<file path="config.mk">
export PLATFORM = sky130hd
export DESIGN_NAME = magstripe_f2f_track_encoder_core
export DESIGN_NICKNAME = d
export VERILOG_FILES = /design/src/rtl/core/msenc_pkg.sv /design/src/rtl/core/msenc_front.sv /design/src/rtl/core/msenc_queue.sv /design/src/rtl/core/msenc_back.sv /design/src/rtl/core/magstripe_f2f_track_encoder_core.sv
export VERILOG_INCLUDE_DIRS = /design/src /design/src/rtl/core
export SDC_FILE = /design/constraint.sdc
export NUM_CORES = 1
export LEC_CHECK = 0
export BUFFER_PORTS_ARGS = -buffer_cell sky130_fd_sc_hd__buf_4
export CAP_MARGIN = 20
export CORE_UTILIZATION = 50
export DETAILED_ROUTE_END_ITERATION = 7
export PLACE_DENSITY = 0.68
export SYNTH_ARGS = -nofsm -noshare
export SYNTH_HDL_FRONTEND = slang
export SYNTH_HIERARCHICAL = 1
export SYNTH_SLANG_ARGS = --single-unit
</file>
<file path="constraint.sdc">
create_clock -name clk -period 3.6 [get_ports clk]
set_input_delay 0.72 -clock clk [delete_from_list [all_inputs] [get_ports clk]]
set_output_delay 0.72 -clock clk [all_outputs]
set_load 0.03 [all_outputs]
</file>
<file path="src/rtl/core/assert_macros.svh">
// Assertion macros shared by the RTL. Defining NO_ASSERTIONS compiles them out.
`ifndef ASSERT_MACROS_SVH
`define ASSERT_MACROS_SVH

`ifndef NO_ASSERTIONS

// The property must hold at every clock edge outside reset.
`define ASSERT_ALWAYS(label, clock, rst_n, prop) \
	label: assert property (@(posedge clock) disable iff (!(rst_n)) (prop)) \
		else $error("assertion %m failed");

// When the antecedent holds, the consequent must hold at the next edge.
`define ASSERT_NEXT(label, clock, rst_n, ante, cons) \
	label: assert property (@(posedge clock) disable iff (!(rst_n)) (ante) |=> (cons)) \
		else $error("assertion %m failed");

`else

`define ASSERT_ALWAYS(label, clock, rst_n, prop)
`define ASSERT_NEXT(label, clock, rst_n, ante, cons)

`endif

`endif

</file>
<file path="src/rtl/core/msenc_pkg.sv">
package msenc_pkg;

	localparam int unsigned LrcWidth   = 7;
	localparam int unsigned NbitsWidth = 3;
	localparam int unsigned ZeroWidth  = 5;
	localparam int unsigned CfgIdxWidth  = 2;
	localparam int unsigned CfgDataWidth = 8;

	localparam logic [NbitsWidth-1:0] DataBitsReset  = 3'd6;
	localparam logic [7:0]            CharOffsetReset = 8'd32;
	localparam logic [ZeroWidth-1:0]  LeadReset      = 5'd10;
	localparam logic [ZeroWidth-1:0]  TrailReset     = 5'd10;

	typedef enum logic [CfgIdxWidth-1:0] {
		CFG_DATA_BITS   = 2'd0,
		CFG_CHAR_OFFSET = 2'd1,
		CFG_LEAD_ZEROS  = 2'd2,
		CFG_TRAIL_ZEROS = 2'd3
	} cfg_idx_t;

	typedef enum logic [1:0] {
		FUNC_BEGIN      = 2'd0,
		FUNC_DATA       = 2'd1,
		FUNC_END        = 2'd2,
		FUNC_RESET_POLE = 2'd3
	} func_t;

	typedef struct packed {
		logic [1:0] func;
		logic [7:0] char_code;
	} in_item_t;

	typedef struct packed {
		logic pole_first_half;
		logic pole_second_half;
		logic cell_bit;
		logic last_cell;
	} out_item_t;

	typedef struct packed {
		logic [NbitsWidth-1:0] data_bits;
		logic [7:0]            char_offset;
		logic [ZeroWidth-1:0]  leading_zero_count;
		logic [ZeroWidth-1:0]  trailing_zero_count;
	} cfg_t;

	// One classified command as it waits between the front and the back.
	typedef struct packed {
		logic                  clr_pole;
		logic                  send_char;
		logic [LrcWidth-1:0]   value;
		logic [NbitsWidth-1:0] nbits;
		logic [ZeroWidth-1:0]  zeros;
	} cmd_t;

	typedef enum logic [1:0] {
		BK_IDLE   = 2'd0,
		BK_DATA   = 2'd1,
		BK_PARITY = 2'd2,
		BK_ZERO   = 2'd3
	} back_state_t;

	typedef struct packed {
		logic idle;
		logic emit;
	} back_status_t;

endpackage

</file>
<file path="src/rtl/core/msenc_front.sv">
module msenc_front (
	input  logic                clk,
	input  logic                arst_n,
	input  logic                accept,
	input  msenc_pkg::in_item_t item,
	input  msenc_pkg::cfg_t     cfg,
	output msenc_pkg::cmd_t     cmd
);

	logic [msenc_pkg::LrcWidth-1:0] lrc_q;
	logic [7:0]                      shifted;
	logic [msenc_pkg::LrcWidth-1:0] mask;

	assign shifted = item.char_code - cfg.char_offset;
	// Keep only the data bits that are actually sent.
	assign mask = 7'h7F >> (3'd7 - cfg.data_bits);

	always_comb begin
		cmd = '0;
		cmd.nbits = cfg.data_bits;
		case (msenc_pkg::func_t'(item.func))
			msenc_pkg::FUNC_BEGIN: begin
				cmd.zeros = cfg.leading_zero_count;
			end
			msenc_pkg::FUNC_DATA: begin
				cmd.send_char = 1'b1;
				cmd.value = shifted[msenc_pkg::LrcWidth-1:0];
			end
			msenc_pkg::FUNC_END: begin
				cmd.send_char = 1'b1;
				cmd.value = lrc_q;
				cmd.zeros = cfg.trailing_zero_count;
			end
			default: begin
				cmd.clr_pole = 1'b1;
			end
		endcase
	end

	always_ff @(posedge clk or negedge arst_n) begin
		if (!arst_n) begin
			lrc_q <= '0;
		end else if (accept) begin
			if (msenc_pkg::func_t'(item.func) == msenc_pkg::FUNC_BEGIN) begin
				lrc_q <= '0;
			end else if (msenc_pkg::func_t'(item.func) == msenc_pkg::FUNC_DATA) begin
				lrc_q <= lrc_q ^ (shifted[msenc_pkg::LrcWidth-1:0] & mask);
			end
		end
	end

endmodule

</file>
<file path="src/rtl/core/msenc_queue.sv">
module msenc_queue #(
	parameter int unsigned DEPTH = 2
) (
	input  logic             clk,
	input  logic             arst_n,
	input  logic             push,
	input  msenc_pkg::cmd_t  wdata,
	input  logic             pop,
	output msenc_pkg::cmd_t  rdata,
	output logic             full,
	output logic             empty
);

	localparam int unsigned PtrWidth = (DEPTH > 1) ? $clog2(DEPTH) : 1;
	localparam int unsigned CntWidth = $clog2(DEPTH + 1);
	localparam logic [PtrWidth-1:0] LastPtr = PtrWidth'(DEPTH - 1);
	localparam logic [CntWidth-1:0] FullCnt = CntWidth'(DEPTH);

	msenc_pkg::cmd_t       mem_q [DEPTH];
	logic [PtrWidth-1:0]   wptr_q;
	logic [PtrWidth-1:0]   rptr_q;
	logic [CntWidth-1:0]   count_q;
	logic                  do_push;
	logic                  do_pop;

	assign full    = (count_q == FullCnt);
	assign empty   = (count_q == '0);
	assign do_push = push && !full;
	assign do_pop  = pop && !empty;
	assign rdata   = mem_q[rptr_q];

	always_ff @(posedge clk) begin
		if (do_push) begin
			mem_q[wptr_q] <= wdata;
		end
	end

	always_ff @(posedge clk or negedge arst_n) begin
		if (!arst_n) begin
			wptr_q  <= '0;
			rptr_q  <= '0;
			count_q <= '0;
		end else begin
			if (do_push) begin
				wptr_q <= (wptr_q == LastPtr) ? '0 : wptr_q + 1'b1;
			end
			if (do_pop) begin
				rptr_q <= (rptr_q == LastPtr) ? '0 : rptr_q + 1'b1;
			end
			if (do_push && !do_pop) begin
				count_q <= count_q + 1'b1;
			end else if (do_pop && !do_push) begin
				count_q <= count_q - 1'b1;
			end
		end
	end

endmodule

</file>
<file path="src/rtl/core/msenc_back.sv">
module msenc_back (
	input  logic                     clk,
	input  logic                     arst_n,
	input  msenc_pkg::cmd_t          head,
	input  logic                     q_empty,
	output logic                     q_pop,
	output msenc_pkg::out_item_t     bitcell,
	output logic                     empty,
	input  logic                     pop,
	output msenc_pkg::back_status_t  status
);

	msenc_pkg::back_state_t state_q;
	msenc_pkg::back_state_t state_d;

	logic [msenc_pkg::LrcWidth-1:0]   val_q;
	logic [msenc_pkg::NbitsWidth-1:0] nbits_q;
	logic [msenc_pkg::NbitsWidth-1:0] idx_q;
	logic [msenc_pkg::ZeroWidth-1:0]  zeros_q;
	logic                             par_q;
	logic                             pole_q;
	logic                             out_valid_q;
	msenc_pkg::out_item_t             out_q;

	logic adv;
	logic emit;
	logic emit_bit;
	logic emit_last;
	logic first_half;

	// A new cell may be produced when the output register is free or drains now.
	assign adv        = !out_valid_q || pop;
	assign first_half = !pole_q;

	always_comb begin
		state_d = state_q;
		case (state_q)
			msenc_pkg::BK_IDLE: begin
				if (!q_empty && !head.clr_pole) begin
					if (head.send_char) begin
						state_d = (head.nbits == '0) ? msenc_pkg::BK_PARITY
							: msenc_pkg::BK_DATA;
					end else if (head.zeros != '0) begin
						state_d = msenc_pkg::BK_ZERO;
					end
				end
			end
			msenc_pkg::BK_DATA: begin
				if (adv && idx_q == nbits_q - 1'b1) begin
					state_d = msenc_pkg::BK_PARITY;
				end
			end
			msenc_pkg::BK_PARITY: begin
				if (adv) begin
					state_d = (zeros_q == '0) ? msenc_pkg::BK_IDLE : msenc_pkg::BK_ZERO;
				end
			end
			msenc_pkg::BK_ZERO: begin
				if (adv && zeros_q == 5'd1) begin
					state_d = msenc_pkg::BK_IDLE;
				end
			end
			default: begin
				state_d = msenc_pkg::BK_IDLE;
			end
		endcase
	end

	always_comb begin
		q_pop     = 1'b0;
		emit      = 1'b0;
		emit_bit  = 1'b0;
		emit_last = 1'b0;
		case (state_q)
			msenc_pkg::BK_IDLE: begin
				q_pop = !q_empty;
			end
			msenc_pkg::BK_DATA: begin
				emit     = adv;
				emit_bit = val_q[idx_q];
			end
			msenc_pkg::BK_PARITY: begin
				emit      = adv;
				emit_bit  = par_q;
				emit_last = (zeros_q == '0);
			end
			msenc_pkg::BK_ZERO: begin
				emit      = adv;
				emit_last = (zeros_q == 5'd1);
			end
			default: begin
				q_pop = 1'b0;
			end
		endcase
	end

	always_ff @(posedge clk or negedge arst_n) begin
		if (!arst_n) begin
			state_q     <= msenc_pkg::BK_IDLE;
			pole_q      <= 1'b0;
			out_valid_q <= 1'b0;
		end else begin
			state_q <= state_d;
			if (q_pop && head.clr_pole) begin
				pole_q <= 1'b0;
			end else if (emit) begin
				pole_q <= first_half ^ emit_bit;
			end
			if (emit) begin
				out_valid_q <= 1'b1;
			end else if (pop) begin
				out_valid_q <= 1'b0;
			end
		end
	end

	always_ff @(posedge clk) begin
		if (q_pop) begin
			val_q   <= head.value;
			nbits_q <= head.nbits;
			zeros_q <= head.zeros;
			idx_q   <= '0;
			par_q   <= 1'b1;
		end else begin
			if (state_q == msenc_pkg::BK_DATA && emit) begin
				par_q <= par_q ^ emit_bit;
				idx_q <= idx_q + 1'b1;
			end
			if (state_q == msenc_pkg::BK_ZERO && emit) begin
				zeros_q <= zeros_q - 1'b1;
			end
		end
		if (emit) begin
			out_q.pole_first_half  <= first_half;
			out_q.pole_second_half <= first_half ^ emit_bit;
			out_q.cell_bit         <= emit_bit;
			out_q.last_cell        <= emit_last;
		end
	end

	assign bitcell     = out_q;
	assign empty       = !out_valid_q;
	assign status.idle = (state_q == msenc_pkg::BK_IDLE);
	assign status.emit = emit;

endmodule

</file>
<file path="src/rtl/core/magstripe_f2f_track_encoder_core.sv">
// A transferred command waits in the queue until the back end pops it while idle;
// its bit cells then pass through the output register to the result ports.
// Throughput: one bit cell per cycle from the serializer while the output register
// is free or drains, after each command is loaded in the idle state.
// Reset (arst_n low, asynchronous): pole and LRC cleared, queue empty,
// registers at their defaults (6 data bits, offset 32, 10 leading and trailing zeros).
`include "assert_macros.svh"

module magstripe_f2f_track_encoder_core #(
	parameter int unsigned QUEUE_DEPTH = 2
) (
	input  logic                                clk,
	input  logic                                arst_n,
	input  logic                                push,
	output logic                                full,
	input  msenc_pkg::in_item_t                 item,
	output logic                                empty,
	input  logic                                pop,
	output msenc_pkg::out_item_t                bitcell,
	input  logic                                cfg_we,
	input  logic [msenc_pkg::CfgIdxWidth-1:0]   cfg_idx,
	input  logic [msenc_pkg::CfgDataWidth-1:0]  cfg_wdata
);

	// The block has three parts. The front classifies each incoming command and
	// keeps the running LRC, so that an end-of-track command carries the LRC as it
	// stood when the command arrived. The queue holds classified commands. The back
	// end serializes each command into F2F bit cells, tracks the coil pole and
	// keeps the newest cell in an output register, so a cell can wait for its
	// transfer while the next command is already being accepted.

	msenc_pkg::cfg_t          cfg_q;
	msenc_pkg::cmd_t          front_cmd;
	msenc_pkg::cmd_t          q_head;
	msenc_pkg::back_status_t  back_st;
	logic                     q_full;
	logic                     q_empty;
	logic                     q_pop;
	logic                     accept;

	assign accept = push && !q_full;
	assign full   = q_full;

	// Configuration registers. A write takes effect at once, so the user must issue
	// writes only while no command is in flight; the block itself does not enforce it.
	always_ff @(posedge clk or negedge arst_n) begin
		if (!arst_n) begin
			cfg_q.data_bits           <= msenc_pkg::DataBitsReset;
			cfg_q.char_offset         <= msenc_pkg::CharOffsetReset;
			cfg_q.leading_zero_count  <= msenc_pkg::LeadReset;
			cfg_q.trailing_zero_count <= msenc_pkg::TrailReset;
		end else if (cfg_we) begin
			case (msenc_pkg::cfg_idx_t'(cfg_idx))
				msenc_pkg::CFG_DATA_BITS: begin
					cfg_q.data_bits <= cfg_wdata[msenc_pkg::NbitsWidth-1:0];
				end
				msenc_pkg::CFG_CHAR_OFFSET: begin
					cfg_q.char_offset <= cfg_wdata;
				end
				msenc_pkg::CFG_LEAD_ZEROS: begin
					cfg_q.leading_zero_count <= cfg_wdata[msenc_pkg::ZeroWidth-1:0];
				end
				msenc_pkg::CFG_TRAIL_ZEROS: begin
					cfg_q.trailing_zero_count <= cfg_wdata[msenc_pkg::ZeroWidth-1:0];
				end
				default: begin
					cfg_q <= cfg_q;
				end
			endcase
		end
	end

	msenc_front u_front (
		.clk    (clk),
		.arst_n (arst_n),
		.accept (accept),
		.item   (item),
		.cfg    (cfg_q),
		.cmd    (front_cmd)
	);

	msenc_queue #(
		.DEPTH (QUEUE_DEPTH)
	) u_queue (
		.clk    (clk),
		.arst_n (arst_n),
		.push   (accept),
		.wdata  (front_cmd),
		.pop    (q_pop),
		.rdata  (q_head),
		.full   (q_full),
		.empty  (q_empty)
	);

	// The back end pops one command whenever it is idle and the queue holds one;
	// a reset-pole command clears the pole at that pop and produces no cell.
	msenc_back u_back (
		.clk     (clk),
		.arst_n  (arst_n),
		.head    (q_head),
		.q_empty (q_empty),
		.q_pop   (q_pop),
		.bitcell (bitcell),
		.empty   (empty),
		.pop     (pop),
		.status  (back_st)
	);

	// Every shown cell flips the pole at mid-cell exactly when it carries a one.
	`ASSERT_ALWAYS(a_cell_shape, clk, arst_n, empty || (bitcell.pole_second_half == (bitcell.pole_first_half ^ bitcell.cell_bit)))
	// A new cell is only produced when the output register is free or drains now.
	`ASSERT_ALWAYS(a_no_overwrite, clk, arst_n, !back_st.emit || empty || pop)
	// Cells come only from the serializing states.
	`ASSERT_ALWAYS(a_emit_busy, clk, arst_n, !back_st.emit || !back_st.idle)
	// An accepted command is always waiting in the queue on the next cycle.
	`ASSERT_NEXT(a_push_lands, clk, arst_n, push && !full, !q_empty)

endmodule

</file>
==> results.cfg <==
[global_route]
gr-usage-all-layers = 0.183
grt_antenna_before_repair = 0
grt_pass1_wl_mm = 13.4
grt_max_degree = 36
first_global_vias = 2827
grt_overflow_total = 0

[sta]
fmax_mhz = 420
worst_pin_slew_ps = 783
fin_crit_sh = 0.662
setup_violations = 0
tns_ps = 0
fin_crit_ps = 2380
fin_skew_ps = 11.7
max-slew-margin-rel = 0.478
final_max_slew_viol_count = 0
hold_violations = 0
rsz0062_at_grt = false

[clock_network]
clkSinkCount = 92
clk_latency_ps = 360
cts_resized = 0
hold_buffers = 0
cts_tree = done
clock_path_buffers = 2
path_clk_slew_ps = 90
htree_levels = 3
cts_buffers = 9
root_buffer = clkbuf_8
post_cts_buffers = 0

[routing]
ant_nets = 0
drt_pass1_iterations = 6
viasPerCell = 5.62
vias = 2795
drc_errors = 4
drt_iter0_drc = 92
avgRoutedWirePerCell_um = 16.3
wl_mm = 8.09

[placement]
place_congestion = 0.753
port_buffers = 28
place_area_um2 = 4870
hpwl_mm = 5.76

[power_and_ir_drop]
switchingPower_mw = 1.34
vdd_ir_drop_max_v = 0.000250
p_int_mw = 2.52
seqPwrFrac = 0.458
powerDensity_nw_per_um2 = 762
cellLeakagePower_nw = 2.08
power.share.combinational = 0.363
clkPwrFrac = 0.178
switching_share = 0.347

[floorplanning]
core_area_um2 = 8810
fp.dieW_um = 97.7
num_io_pins = 31
dieArea_um2 = 9550
die_h_um = 97.7
num_rows = 34
start_util = 0.520

[synth]
synth_nets = 400
synthesis.area_um2 = 4580
yosysWarningCount = 6
avgSynthCellArea_um2 = 12.9
synth_cells = 354

[worst_setup_path]
critPathCapture = u_queue/mem_q[1][13]
worst_ep_arrival_time_ps = 2370
slowest_stage = and3_1
reg2reg_depth = 4
path_cells = nand2b_1 > inv_1 > nor2b_1 > and3_1
crit_fanout = 17
endpoint_kind = flop
worstSetupPathType = reg -> reg
worstSetupStartpoint = u_queue/count_q[0]
reg2reg_from = u_queue/count_q[0]
rrSetupSlack_ps = 1220
cp.required_ps = 3590
critPathLaunchType = flop
rr_endpoint = u_queue/mem_q[1][13]
cp_slowest_stage_delay_ps = 790

[layout]
layout-drive-gt1-share = 0.247
multiInputGateArea_um2 = 1860
diodes = 0
fill_cells = 729
syn2layout_area_growth_pct = 10.5
nets = 430
regArea_um2 = 2560
finalInstanceArea_um2 = 5060

[outcome]
status = finished, violations left
violations = DRC

[min_path]
hp-class = in -> async

[flow_run]
maxCapViolCount = 0
worst max-delay path, delay by kind of cell, from the launching register on:
family | cells | cell delay, ps
buffers and inverters | 1 | 70
AND/OR/NAND/NOR | 3 | 1520
flip-flops | 1 | 430
final cells by class:
| type | count | area share |
|---|---|---|
| clock buffer | 10 | 0.0252 |
| clock inverter | 6 | 0.0129 |
| inverter | 23 | 0.0171 |
| multi-input combinational | 227 | 0.367 |
| sequential | 92 | 0.505 |
| tap | 108 | 0.0267 |
| timing repair buffer | 31 | 0.0460 |
power by group through the flow:
stage | registers (mW) | clock network, mW | logic (mW)
after floorplan | 1.76 | 0 | 1.11
after global placement | 1.77 | 0 | 1.37
after detailed placement | 1.79 | 0 | 1.41
after CTS | 1.77 | 0.703 | 1.42
after global routing | 1.81 | 0.747 | 1.56
final | 1.77 | 0.687 | 1.40
through the flow:
| stage | power (mW) | instances | utilization | hold slack (ps) | setup WS [ps] |
|---|---|---|---|---|---|
| floorplan | 2.87 | 354 | - | 424 | 1050 |
| global placement | 3.14 | 481 | 0.553 | 479 | 1010 |
| detailed placement | 3.20 | 481 | 0.553 | 483 | 966 |
| CTS | 3.89 | 497 | 0.575 | 324 | 1170 |
| global route | 4.12 | 497 | 0.575 | 334 | 998 |
| finish | 3.86 | 497 | 0.575 | 316 | 1220 |
worst min path at each step:
stage,from,end,slack [ps]
detailed placement,u_queue/wptr_q,u_queue/wptr_q,480
finish,arst_n,cfg_q[2],320
global route,arst_n,cfg_q[2],330
CTS,arst_n,cfg_q[2],320
global placement,u_queue/wptr_q,u_queue/wptr_q,480
floorplan,arst_n,cfg_q[0],420
metal layers:
layer | vias up | share of wire | global-route usage
li1 | 1367 | - | -
met1 | 1362 | 0.45 | 0.229
met2 | 54 | 0.51 | 0.314
met3 | 12 | 0.033 | 0.0468
met4 | 0 | 0.012 | 0.0559
met5 | - | 0 | 0
layout by cell type, fill, tap and decap left out, types with 7 or more instances in the layout:
cell type and instances:
dfstp_2 7, nor2_1 14, buf_4 31, nand3_1 8
inv_1 23, mux2_4 9, xor2_1 11, a21oi_1 9
dfrtp_1 28, edfxtp_1 53, mux2_2 28, clkbuf_8 9
nand2_1 22, ha_1 20
state kept, by name (all words and copies together) (netlist names):
register / cells
u_back/idx_q: 3
u_back/nbits_q: 3
u_back/state_q: 2
u_front/lrc_q: 7
u_back/val_q: 7
u_back/par_q: 1
u_back/pole_q: 1
u_queue/count_q: 2
u_back/bitcell: 4
u_back/out_valid_q: 1
u_queue/rptr_q: 1
u_queue/wptr_q: 1
u_back/zeros_q: 5
cfg_q: 20
u_queue/mem_q: 34
Note: power is estimated with default switching activity, not from simulation.
